`config.mk`:
```
export PLATFORM = sky130hd
export DESIGN_NAME = touch_point_to_screen_mapper_flat
export DESIGN_NICKNAME = d
export VERILOG_FILES = /design/src/rtl/tpsm_pkg.sv /design/src/rtl/tpsm_channels_if.sv /design/src/rtl/tpsm_axis_scale.sv /design/src/rtl/touch_point_to_screen_mapper.sv /design/src/flat_wrapper.sv
export VERILOG_INCLUDE_DIRS = /design/src /design/src/rtl
export SDC_FILE = /design/constraint.sdc
export NUM_CORES = 1
export LEC_CHECK = 0
export ABC_AREA = 1
export BUFFER_PORTS_ARGS = -buffer_cell sky130_fd_sc_hd__buf_2
export CORE_MARGIN = 8
export CORE_UTILIZATION = 45
export CTS_BUF_LIST = sky130_fd_sc_hd__clkbuf_4
export DETAILED_ROUTE_END_ITERATION = 10
export GPL_TIMING_DRIVEN = 0
export SETUP_SLACK_MARGIN = 0.05
export SLEW_MARGIN = 0
export SYNTH_ARGS = -nofsm -noshare
export SYNTH_HDL_FRONTEND = slang
export SYNTH_SLANG_ARGS = --single-unit
```
`constraint.sdc`:
```
create_clock -name clk -period 3.65 [get_ports clk]
set_input_delay 0.1825 -clock clk [delete_from_list [all_inputs] [get_ports clk]]
set_output_delay 0.1825 -clock clk [all_outputs]
set_load 0.005 [all_outputs]
```
`src/rtl/touch_point_to_screen_mapper_assert.svh`:
```
// Assertion macros for the mapper RTL.
// No dependencies; included by the top level only.
`ifndef TOUCH_POINT_TO_SCREEN_MAPPER_ASSERT_SVH
`define TOUCH_POINT_TO_SCREEN_MAPPER_ASSERT_SVH

// Same-cycle implication, disabled during reset.
`define TPSM_ASSERT_IMPL(lbl, ck, rn, ante, cons, msg) \
  lbl: assert property (@(posedge ck) disable iff (!(rn)) (ante) |-> (cons)) \
    else $error(msg);

// Next-cycle implication, disabled during reset.
`define TPSM_ASSERT_NEXT(lbl, ck, rn, ante, cons, msg) \
  lbl: assert property (@(posedge ck) disable iff (!(rn)) (ante) |=> (cons)) \
    else $error(msg);

`endif

```
`src/rtl/tpsm_pkg.sv`:
```
// Package of the touch point mapper: constants, register indexes and state types.
// No dependencies; used by the channel interfaces, the axis scaler and the top level.
package tpsm_pkg;

  localparam int unsigned COORD_BITS_DEF = 12;
  localparam int unsigned BYTE_BITS      = 8;
  localparam int unsigned RAW_BITS       = 2 * BYTE_BITS;
  localparam logic [BYTE_BITS-1:0] NIBBLE_MASK = 8'h0F;

  localparam int unsigned CFG_IDX_W = 3;

  localparam logic [CFG_IDX_W-1:0] REG_RAW_MAX_X     = 3'd0;
  localparam logic [CFG_IDX_W-1:0] REG_RAW_MAX_Y     = 3'd1;
  localparam logic [CFG_IDX_W-1:0] REG_SWAP_AXES     = 3'd2;
  localparam logic [CFG_IDX_W-1:0] REG_INVERT_X      = 3'd3;
  localparam logic [CFG_IDX_W-1:0] REG_INVERT_Y      = 3'd4;
  localparam logic [CFG_IDX_W-1:0] REG_LANDSCAPE     = 3'd5;
  localparam logic [CFG_IDX_W-1:0] REG_SCREEN_WIDTH  = 3'd6;
  localparam logic [CFG_IDX_W-1:0] REG_SCREEN_HEIGHT = 3'd7;

  localparam int unsigned SCREEN_WIDTH_RST  = 320;
  localparam int unsigned SCREEN_HEIGHT_RST = 240;

  typedef enum logic [2:0] {
    ST_IDLE   = 3'b001,
    ST_BUSY   = 3'b010,
    ST_FINISH = 3'b100
  } ctrl_state_t;

  typedef enum logic [3:0] {
    AX_IDLE  = 4'b0001,
    AX_MUL   = 4'b0010,
    AX_CHECK = 4'b0100,
    AX_DIV   = 4'b1000
  } axis_state_t;

endpackage

```
`src/rtl/tpsm_channels_if.sv`:
```
// Handshake channels of the touch point mapper: touch report in, display point out.
// Depends on tpsm_pkg for the default coordinate width.
interface tpsm_in_if;
  logic       valid;
  logic       ready;
  logic [7:0] touch_count;
  logic [7:0] x_high;
  logic [7:0] x_low;
  logic [7:0] y_high;
  logic [7:0] y_low;

  modport source (output valid, touch_count, x_high, x_low, y_high, y_low, input ready);
  modport sink   (input valid, touch_count, x_high, x_low, y_high, y_low, output ready);
endinterface

interface tpsm_out_if #(parameter int unsigned CoordBits = tpsm_pkg::COORD_BITS_DEF);
  logic                 valid;
  logic                 ready;
  logic [CoordBits-1:0] point_x;
  logic [CoordBits-1:0] point_y;
  logic                 pressed;

  modport source (output valid, point_x, point_y, pressed, input ready);
  modport sink   (input valid, point_x, point_y, pressed, output ready);
endinterface

```
`src/rtl/tpsm_axis_scale.sv`:
```
// One axis scaler: bit-serial multiply by (extent-1), bit-serial divide, clamp.
// Depends on tpsm_pkg; instantiated twice by the top level.
module tpsm_axis_scale #(
  parameter int unsigned CoordBits = tpsm_pkg::COORD_BITS_DEF
) (
  input  logic                 clk,
  input  logic                 rst_n,
  input  logic                 start,
  input  logic [CoordBits-1:0] value,
  input  logic [CoordBits-1:0] ext_m1,
  input  logic [CoordBits-1:0] denom,
  output logic                 busy,
  output logic [CoordBits-1:0] result
);
  import tpsm_pkg::*;

  localparam int unsigned CNT_W = $clog2(CoordBits);
  localparam logic [CNT_W-1:0] LAST_STEP = CNT_W'(CoordBits - 1);

  axis_state_t          state_r, state_nxt;
  logic [CNT_W-1:0]     cnt_r, cnt_nxt;
  logic [CoordBits:0]   hi_r, hi_nxt;
  logic [CoordBits-1:0] lo_r, lo_nxt;
  logic [CoordBits-1:0] mpl_r, mpl_nxt;
  logic [CoordBits-1:0] mcand_r, mcand_nxt;
  logic [CoordBits-1:0] dvs_r, dvs_nxt;
  logic [CoordBits-1:0] res_r, res_nxt;

  // The limit (extent-1) is kept aside while the multiplier shifts it away.
  logic [CoordBits-1:0] dvs_lim_r;

  logic [CoordBits:0]   mul_sum;
  logic [CoordBits:0]   rem;
  logic [CoordBits:0]   rem_sub;
  logic                 rem_ge;
  logic                 overflow;

  always_comb begin
    // Shift-add step: the upper half accumulates, its low bit moves into lo_r.
    mul_sum  = hi_r + (mpl_r[0] ? {1'b0, mcand_r} : '0);
    // Restoring division step on the partial remainder.
    rem      = {hi_r[CoordBits-1:0], lo_r[CoordBits-1]};
    rem_ge   = (rem >= {1'b0, dvs_r});
    rem_sub  = rem - {1'b0, dvs_r};
    // A quotient that needs more than CoordBits bits is certainly clamped.
    overflow = (hi_r[CoordBits-1:0] >= dvs_r);

    state_nxt = state_r;
    cnt_nxt   = cnt_r;
    hi_nxt    = hi_r;
    lo_nxt    = lo_r;
    mpl_nxt   = mpl_r;
    mcand_nxt = mcand_r;
    dvs_nxt   = dvs_r;
    res_nxt   = res_r;

    unique case (state_r)
      AX_IDLE: begin
        if (start) begin
          hi_nxt    = '0;
          lo_nxt    = '0;
          mpl_nxt   = ext_m1;
          mcand_nxt = value;
          dvs_nxt   = denom;
          cnt_nxt   = '0;
          state_nxt = AX_MUL;
        end
      end
      AX_MUL: begin
        hi_nxt  = {1'b0, mul_sum[CoordBits:1]};
        lo_nxt  = {mul_sum[0], lo_r[CoordBits-1:1]};
        mpl_nxt = {1'b0, mpl_r[CoordBits-1:1]};
        cnt_nxt = cnt_r + 1'b1;
        if (cnt_r == LAST_STEP) begin
          state_nxt = AX_CHECK;
        end
      end
      AX_CHECK: begin
        // The multiplicand register now holds the clamp limit.
        mcand_nxt = mcand_r;
        cnt_nxt   = '0;
        if (overflow) begin
          res_nxt   = mcand_r;
          state_nxt = AX_IDLE;
        end else begin
          state_nxt = AX_DIV;
        end
      end
      AX_DIV: begin
        hi_nxt  = rem_ge ? rem_sub : rem;
        lo_nxt  = {lo_r[CoordBits-2:0], rem_ge};
        cnt_nxt = cnt_r + 1'b1;
        if (cnt_r == LAST_STEP) begin
          res_nxt   = (lo_nxt > mcand_r) ? mcand_r : lo_nxt;
          state_nxt = AX_IDLE;
        end
      end
      default: begin
        state_nxt = AX_IDLE;
      end
    endcase

    // Once the product is formed the multiplicand is free to hold the limit.
    if (state_r == AX_MUL && cnt_r == LAST_STEP) begin
      mcand_nxt = dvs_lim_r;
    end
  end

  always_ff @(posedge clk) begin
    if (!rst_n) begin
      state_r <= AX_IDLE;
      cnt_r   <= '0;
    end else begin
      state_r <= state_nxt;
      cnt_r   <= cnt_nxt;
    end
  end

  always_ff @(posedge clk) begin
    hi_r    <= hi_nxt;
    lo_r    <= lo_nxt;
    mpl_r   <= mpl_nxt;
    mcand_r <= mcand_nxt;
    dvs_r   <= dvs_nxt;
    res_r   <= res_nxt;
    if (state_r == AX_IDLE && start) begin
      dvs_lim_r <= ext_m1;
    end
  end

  assign busy   = (state_r != AX_IDLE);
  assign result = res_r;

endmodule

```
`src/rtl/touch_point_to_screen_mapper.sv`:
```
// Touch point to screen mapper, top level. Depends on tpsm_pkg, the channel
// interfaces in tpsm_channels_if.sv, tpsm_axis_scale and the assertion header.
//
// Every transaction on in_if carries one sampled touch report; every report
// yields exactly one transaction on out_if with the display point and a
// pressed flag. A report with a nonzero touch count is joined into raw x and
// y, optionally swapped and mirrored, then each axis is scaled in its own
// bit-serial unit: a shift-add multiply by (extent-1), an overflow check,
// and a restoring divide that an axis skips when its check finds overflow;
// a released report only repeats the held point. One report is in flight
// at a time, so the next report is taken only once the last one has been
// loaded into the output register. The output register parts the two
// sides: a new report is accepted while a finished point still waits, and a
// stalled receiver only holds the block in its final step.
// Registers are to be written on cfg_we only while the block is idle; the
// block itself does not enforce this. A synchronous reset restores the
// register defaults and clears the held point to 0,0.
`include "touch_point_to_screen_mapper_assert.svh"

module touch_point_to_screen_mapper #(
  parameter int unsigned COORD_BITS = tpsm_pkg::COORD_BITS_DEF
) (
  input  logic                           clk,
  input  logic                           rst_n,
  input  logic                           cfg_we,
  input  logic [tpsm_pkg::CFG_IDX_W-1:0] cfg_index,
  input  logic [COORD_BITS-1:0]          cfg_wdata,
  tpsm_in_if.sink                        in_if,
  tpsm_out_if.source                     out_if
);
  import tpsm_pkg::*;

  // Configuration registers.
  logic [COORD_BITS-1:0] raw_max_x_r, raw_max_y_r;
  logic [COORD_BITS-1:0] screen_width_r, screen_height_r;
  logic                  swap_axes_r, invert_x_r, invert_y_r, landscape_r;

  always_ff @(posedge clk) begin
    if (!rst_n) begin
      raw_max_x_r     <= '1;
      raw_max_y_r     <= '1;
      swap_axes_r     <= 1'b0;
      invert_x_r      <= 1'b0;
      invert_y_r      <= 1'b0;
      landscape_r     <= 1'b1;
      screen_width_r  <= COORD_BITS'(SCREEN_WIDTH_RST);
      screen_height_r <= COORD_BITS'(SCREEN_HEIGHT_RST);
    end else if (cfg_we) begin
      unique case (cfg_index)
        REG_RAW_MAX_X:     raw_max_x_r     <= cfg_wdata;
        REG_RAW_MAX_Y:     raw_max_y_r     <= cfg_wdata;
        REG_SWAP_AXES:     swap_axes_r     <= cfg_wdata[0];
        REG_INVERT_X:      invert_x_r      <= cfg_wdata[0];
        REG_INVERT_Y:      invert_y_r      <= cfg_wdata[0];
        REG_LANDSCAPE:     landscape_r     <= cfg_wdata[0];
        REG_SCREEN_WIDTH:  screen_width_r  <= cfg_wdata;
        REG_SCREEN_HEIGHT: screen_height_r <= cfg_wdata;
        default: begin
        end
      endcase
    end
  end

  // Mirror against the maximum; a zero maximum leaves the value alone and a
  // value beyond the maximum folds to zero.
  function automatic logic [COORD_BITS-1:0] mirror_axis(
    input logic [COORD_BITS-1:0] v,
    input logic [COORD_BITS-1:0] mx
  );
    logic [COORD_BITS-1:0] r;
    if (mx == '0) begin
      r = v;
    end else if (v <= mx) begin
      r = mx - v;
    end else begin
      r = '0;
    end
    return r;
  endfunction

  // Report preparation, straight from the input channel and the registers.
  logic [RAW_BITS-1:0]              raw_x16, raw_y16;
  logic [RAW_BITS+COORD_BITS-1:0]   raw_x_ext, raw_y_ext;
  logic [COORD_BITS-1:0]            raw_x, raw_y;
  logic [COORD_BITS-1:0]            sx, sy, mx, my, vx, vy;
  logic [COORD_BITS-1:0]            w, h, w_m1, bw, bh;
  logic [COORD_BITS-1:0]            ext_x_m1, ext_y_m1, den_x, den_y;

  always_comb begin
    raw_x16   = {in_if.x_high & NIBBLE_MASK, in_if.x_low};
    raw_y16   = {in_if.y_high & NIBBLE_MASK, in_if.y_low};
    raw_x_ext = {{COORD_BITS{1'b0}}, raw_x16};
    raw_y_ext = {{COORD_BITS{1'b0}}, raw_y16};
    raw_x     = raw_x_ext[COORD_BITS-1:0];
    raw_y     = raw_y_ext[COORD_BITS-1:0];

    sx = swap_axes_r ? raw_y : raw_x;
    sy = swap_axes_r ? raw_x : raw_y;
    mx = swap_axes_r ? raw_max_y_r : raw_max_x_r;
    my = swap_axes_r ? raw_max_x_r : raw_max_y_r;
    vx = invert_x_r ? mirror_axis(sx, mx) : sx;
    vy = invert_y_r ? mirror_axis(sy, my) : sy;

    // A zero screen size counts as one pixel.
    w    = (screen_width_r == '0) ? COORD_BITS'(1) : screen_width_r;
    h    = (screen_height_r == '0) ? COORD_BITS'(1) : screen_height_r;
    w_m1 = w - 1'b1;
    bw   = landscape_r ? w : h;
    bh   = landscape_r ? h : w;

    ext_x_m1 = bw - 1'b1;
    ext_y_m1 = bh - 1'b1;
    den_x    = (mx > COORD_BITS'(1)) ? mx - 1'b1 : COORD_BITS'(1);
    den_y    = (my > COORD_BITS'(1)) ? my - 1'b1 : COORD_BITS'(1);
  end

  // Control.
  ctrl_state_t           state_r, state_nxt;
  logic                  pressed_r;
  logic                  out_valid_r, out_pressed_r;
  logic [COORD_BITS-1:0] held_x_r, held_y_r;
  logic                  in_fire, start, load_out;
  logic                  busy_x, busy_y;
  logic [COORD_BITS-1:0] bx, by, px, py;

  assign in_if.ready = (state_r == ST_IDLE);
  assign in_fire     = in_if.valid & in_if.ready;
  assign start       = in_fire & (in_if.touch_count != '0);
  assign load_out    = (state_r == ST_FINISH) & (~out_valid_r | out_if.ready);

  tpsm_axis_scale #(.CoordBits(COORD_BITS)) u_scale_x (
    .clk    (clk),
    .rst_n  (rst_n),
    .start  (start),
    .value  (vx),
    .ext_m1 (ext_x_m1),
    .denom  (den_x),
    .busy   (busy_x),
    .result (bx)
  );

  tpsm_axis_scale #(.CoordBits(COORD_BITS)) u_scale_y (
    .clk    (clk),
    .rst_n  (rst_n),
    .start  (start),
    .value  (vy),
    .ext_m1 (ext_y_m1),
    .denom  (den_y),
    .busy   (busy_y),
    .result (by)
  );

  // Portrait rotates the scaled point into display coordinates; both results
  // already lie inside the screen, so no further clamp is needed.
  assign px = landscape_r ? bx : (w_m1 - by);
  assign py = landscape_r ? by : bx;

  always_comb begin
    state_nxt = state_r;
    unique case (state_r)
      ST_IDLE: begin
        if (in_fire) begin
          state_nxt = start ? ST_BUSY : ST_FINISH;
        end
      end
      ST_BUSY: begin
        if (!busy_x && !busy_y) begin
          state_nxt = ST_FINISH;
        end
      end
      ST_FINISH: begin
        if (load_out) begin
          state_nxt = ST_IDLE;
        end
      end
      default: begin
        state_nxt = ST_IDLE;
      end
    endcase
  end

  always_ff @(posedge clk) begin
    if (!rst_n) begin
      state_r       <= ST_IDLE;
      out_valid_r   <= 1'b0;
      out_pressed_r <= 1'b0;
      pressed_r     <= 1'b0;
      held_x_r      <= '0;
      held_y_r      <= '0;
    end else begin
      state_r <= state_nxt;
      if (in_fire) begin
        pressed_r <= start;
      end
      // The held point doubles as the output payload register.
      if (load_out) begin
        out_valid_r   <= 1'b1;
        out_pressed_r <= pressed_r;
        if (pressed_r) begin
          held_x_r <= px;
          held_y_r <= py;
        end
      end else if (out_if.ready) begin
        out_valid_r <= 1'b0;
      end
    end
  end

  assign out_if.valid   = out_valid_r;
  assign out_if.point_x = held_x_r;
  assign out_if.point_y = held_y_r;
  assign out_if.pressed = out_pressed_r;

  `TPSM_ASSERT_NEXT(a_one_in_flight, clk, rst_n, in_fire, !in_if.ready, "second report taken while busy")
  `TPSM_ASSERT_IMPL(a_units_idle, clk, rst_n, state_r == ST_IDLE, !busy_x && !busy_y, "axis unit busy while controller idle")
  `TPSM_ASSERT_NEXT(a_load_from_finish, clk, rst_n, state_r != ST_FINISH && !out_valid_r, !out_if.valid, "result shown without finishing")

endmodule
```
`src/flat_wrapper.sv`:
```
// flat-port wrapper written by rule: the top's interface ports become plain ports
module touch_point_to_screen_mapper_flat import tpsm_pkg::*;
#(
  parameter int unsigned COORD_BITS = tpsm_pkg::COORD_BITS_DEF
)
  (clk, rst_n, cfg_we, cfg_index, cfg_wdata, in_if_valid, in_if_touch_count, in_if_x_high, in_if_x_low, in_if_y_high, in_if_y_low, in_if_ready, out_if_valid, out_if_point_x, out_if_point_y, out_if_pressed, out_if_ready);
  tpsm_in_if in_if_i ();
  tpsm_out_if out_if_i ();
  input  logic clk;
  input  logic rst_n;
  input  logic cfg_we;
  input  logic [tpsm_pkg::CFG_IDX_W-1:0] cfg_index;
  input  logic [COORD_BITS-1:0] cfg_wdata;
  input wire logic [$bits(in_if_i.valid)-1:0] in_if_valid;
  input wire logic [$bits(in_if_i.touch_count)-1:0] in_if_touch_count;
  input wire logic [$bits(in_if_i.x_high)-1:0] in_if_x_high;
  input wire logic [$bits(in_if_i.x_low)-1:0] in_if_x_low;
  input wire logic [$bits(in_if_i.y_high)-1:0] in_if_y_high;
  input wire logic [$bits(in_if_i.y_low)-1:0] in_if_y_low;
  output wire logic [$bits(in_if_i.ready)-1:0] in_if_ready;
  output wire logic [$bits(out_if_i.valid)-1:0] out_if_valid;
  output wire logic [$bits(out_if_i.point_x)-1:0] out_if_point_x;
  output wire logic [$bits(out_if_i.point_y)-1:0] out_if_point_y;
  output wire logic [$bits(out_if_i.pressed)-1:0] out_if_pressed;
  input wire logic [$bits(out_if_i.ready)-1:0] out_if_ready;
  assign in_if_i.valid = in_if_valid;
  assign in_if_i.touch_count = in_if_touch_count;
  assign in_if_i.x_high = in_if_x_high;
  assign in_if_i.x_low = in_if_x_low;
  assign in_if_i.y_high = in_if_y_high;
  assign in_if_i.y_low = in_if_y_low;
  assign in_if_ready = in_if_i.ready;
  assign out_if_valid = out_if_i.valid;
  assign out_if_point_x = out_if_i.point_x;
  assign out_if_point_y = out_if_i.point_y;
  assign out_if_pressed = out_if_i.pressed;
  assign out_if_i.ready = out_if_ready;
  touch_point_to_screen_mapper #(.COORD_BITS(COORD_BITS)) u_core (.clk(clk), .rst_n(rst_n), .cfg_we(cfg_we), .cfg_index(cfg_index), .cfg_wdata(cfg_wdata), .in_if(in_if_i), .out_if(out_if_i));
endmodule
```
==> impl_metrics.csv <==
group,metric,value,unit
clock_tree,cts_tree,"built",
detailed_routing,firstDrtPassIters,5,
timing,hold_ws,161,ps
timing,period_share,93.9,%
synth,ys_seq_elements,268,
global_routing,overflow,0,
synth,ys_async_sr_fraction,0,%
timing,finalSetupViolations,0,
detailed_routing,detail-route-antenna-nets,0,
placement,place_ws,-87.0,ps
synth,synthesis.instances,2710,
floorplan,core-area,42800,um2
floorplan,dieArea,50000,um2
clock_tree,htreeDepth,3,
global_routing,grt_pass1_wl,93800,um
placement,portBuffers,77,
critical_path,crit_type,"flop to flop",
synth,yosys-top-cells-count,"799 x nand2_1, 415 x inv_1, 187 x nand3_1, 187 x nor2_1, 170 x edfxtp_1",
synth,synth_area_leader_cell,"edfxtp_1",
detailed_routing,drt_iter0_drc,1439,
floorplan,io_pins,87,
clock_tree,clockRootBuffer,"clkbuf_4",
layout,largestRegisters,"u_core.u_scale_x.hi_r x13, u_core.u_scale_y.hi_r x13",
timing,finalHoldViolCount,0,
clock_tree,clock_sinks,268,
synth,synth_area_per_cell,7.15,um2
worst_hold_path,min_path_type,"primary input to flop",
placement,gp_congestion,0.923,
critical_path,reg2reg_slack,220,ps
critical_path,r2r_cells,15,
clock_tree,clkLatencyLatePin,740,ps
critical_path,start_kind,"flop",
timing,slew_viol_final,0,
critical_path,worstSetupEndpoint,"u_core.u_scale_x.mcand_r[0]$_DFFE_PP_",
timing,tns,0,ps
global_routing,grt_usage,23.5,%
critical_path,crit_fanout,10,
global_routing,grt_pass1_vias,17800,
layout,nFillCells,4305,
critical_path,critPathLaunch,"u_core.swap_axes_r$_SDFFE_PN0P_",
timing,fin_skew,48.5,ps
timing,setup_ws,224,ps
layout,area_growth,13.2,%
floorplan,die_w,224,um
clock_tree,ctsLongestPathBuffers,3,
job,maxCapViolations,0,
clock_tree,clkSlewWorstSetupHoldPaths,70,ps
detailed_routing,vias,18600,
synth,synth-edff-count,170,
synth,synth.area.top_cells,"edfxtp_1 26%, nand2_1 15%, dfxtp_1 10%",
floorplan,fp-row-count,76,
clock_tree,cts_buffers,78,
critical_path,r2r-start,"u_core.swap_axes_r$_SDFFE_PN0P_",
timing,relSlewSlack,36.4,%
global_routing,antenna_found_initial,1,
timing,rsz0062_at_grt,"yes",
synth,synthFlopType,"edfxtp_1",
synth,synth_top_area_share,26.3,%
power_and_ir_drop,leakage,10.7,nW
floorplan,start_util,45.3,%
critical_path,cp-end-kind,"flop",
synth,ys_warn_count,0,
placement,hpwl,46900,um
detailed_routing,drc,0,
layout,drive_gt1_share,11.1,%
layout,finalNetCount,3110,
timing,fmax,292,MHz
synth,yosys.cell_types.count,50,
detailed_routing,vias_per_cell,5.30,
power_and_ir_drop,p_per_area,546,nW/um2
detailed_routing,wirelength,59300,um
synth,yosysMostFrequentCell,"nand2_1",
synth,syn_area,19400,um2
synth,seq_area_frac_synth,36.5,%
power_and_ir_drop,fin_total_pwr,0.0120,W
global_routing,grt_max_degree,26,
detailed_routing,wl_per_cell,16.9,um
timing,finalCriticalPeriod,3430,ps
critical_path,worstPathArrival,3920,ps
critical_path,worstReg2RegEnd,"u_core.u_scale_x.mcand_r[0]$_DFFE_PP_",
timing,worstMarginPinSlew,954,ps
worst_hold_path,hold_start,"in_if_y_low[0]",
synth,synthesis.nets,2916,
critical_path,crit_required,4140,ps
status,status,"complete, no violations",
floorplan,die_height,224,um
power_and_ir_drop,irDropWorstVdd,0.266,mV
-- how the worst min path moves through the flow --
stage	endpoint	slack, ps	depth (start not counted)
after detailed placement	u_core.out_if.point_x[10]$_SDFFE_PN0P_	460	2
final	u_core.u_scale_y.mcand_r[0]$_DFFE_PP_	160	5
after global routing	u_core.u_scale_x.mcand_r[0]$_DFFE_PP_	120	5
after floorplan	u_core.raw_max_y_r[2]$_SDFFE_PN1P_	300	2
after CTS	u_core.u_scale_y.mcand_r[2]$_DFFE_PP_	60	5
after global placement	u_core.out_if.point_x[11]$_SDFFE_PN0P_	450	2
-- routing by layer --
metal / wire, um / share of wire [%] / global-route usage, % / up-vias
met5: 0 / 0 / 0 / -
met4: 1450 / 2.4 / 7.77 / 0
met3: 4640 / 7.8 / 4.90 / 100
li1: - / - / - / 9345
met1: 27900 / 47 / 32.8 / 8546
met2: 25300 / 43 / 35.8 / 614
-- repair_timing --
item                                    in CTS  in global routing
endpoints found under the setup margin      21                 44
pin swaps                                    0                  2
hold buffers                                26                  0
resized for setup                            2                 30
endpoints found under the hold margin       58                  0
gates cloned                                 0                  0
buffers inserted                             0                  9
-- layout by cell type, fill, tap and decap left out, types with 7 or more instances in the layout --
master           n
dfxtp_1         98
nand3b_1        11
xor2_1          25
o21bai_1         9
a21oi_1        155
o21ai_1         27
inv_1          415
nor3_1          11
and2_1           9
nand3_1        186
ha_1           139
clkbuf_4       117
a21o_1           7
o22ai_1         22
buf_2           88
buf_6            7
o21ai_0        146
fa_1             7
inv_2           12
clkinv_1        12
buf_4           14
xnor2_1         17
or2_2           11
dlygate4sd3_1   26
nand4_1         56
edfxtp_1       170
a31oi_1         18
clkbuf_1        48
nand2_1        798
nand2_2         11
o21ai_2         18
o211ai_1        25
nor2_1         185
-- cells by family (layout without fill, tap and decap cells) --
kind of cell	Yosys count	after routing	share of synthesized area [%]
AOI/OAI and AO/OA	441	441	12.8
xor gates and xnor gates	42	42	1.90
adders and majority gates	146	146	9.70
buffers and inverters	505	761	10.3
DFF	268	268	36.5
other	0	1	0
and+or+nand+nor	1308	1308	28.8
-- worst max-delay path, cell delays in order, from the launching register on --
cell and delay [ps]:
dfxtp_1 350, buf_6 170, buf_6 160, buf_6 140, clkbuf_1 330, o21ai_0 350
ha_1 480, nand2_1 110, nand3_1 170, nand3_1 120, nand4_1 160, buf_2 220
nand2_1 70, nand2_1 50, nand3_1 140, nand2_1 140
-- metrics by stage --
stage / utilization (%) / cells / instance area, um2
2_1_floorplan: - / 2710 / 19400
3_3_place_gp: 47.8 / 3333 / 20400
3_5_place_dp: 47.9 / 3335 / 20500
4_1_cts: 51.0 / 3503 / 21800
5_1_grt: 51.3 / 3513 / 21900
6_report: 51.3 / 3513 / 21900
-- report_power, final --
part | switching (W) | internal (W) | leakage (nW)
combinational | 0.00298 | 0.00157 | 7.75
clock | 0.00138 | 0.00160 | 0.622
sequential | 0.000477 | 0.00397 | 2.34
total | 0.00484 | 0.00714 | 10.7
-- final cells by class --
type                    instances  area [um2]  share of cell area, %
inverters                     423        1590                   7.24
well taps                     546         683                   3.11
repair buffers                114         743                   3.39
flip-flops and latches        268        7070                   32.2
multi-input cells            1937       10400                   47.4
clock buffers                 116         871                   3.97
diodes                          1        2.50                 0.0114
clock inverters                26         165                  0.753
plain buffers                  82         429                   1.96
No activity file was read; power rests on OpenSTA's default activity.
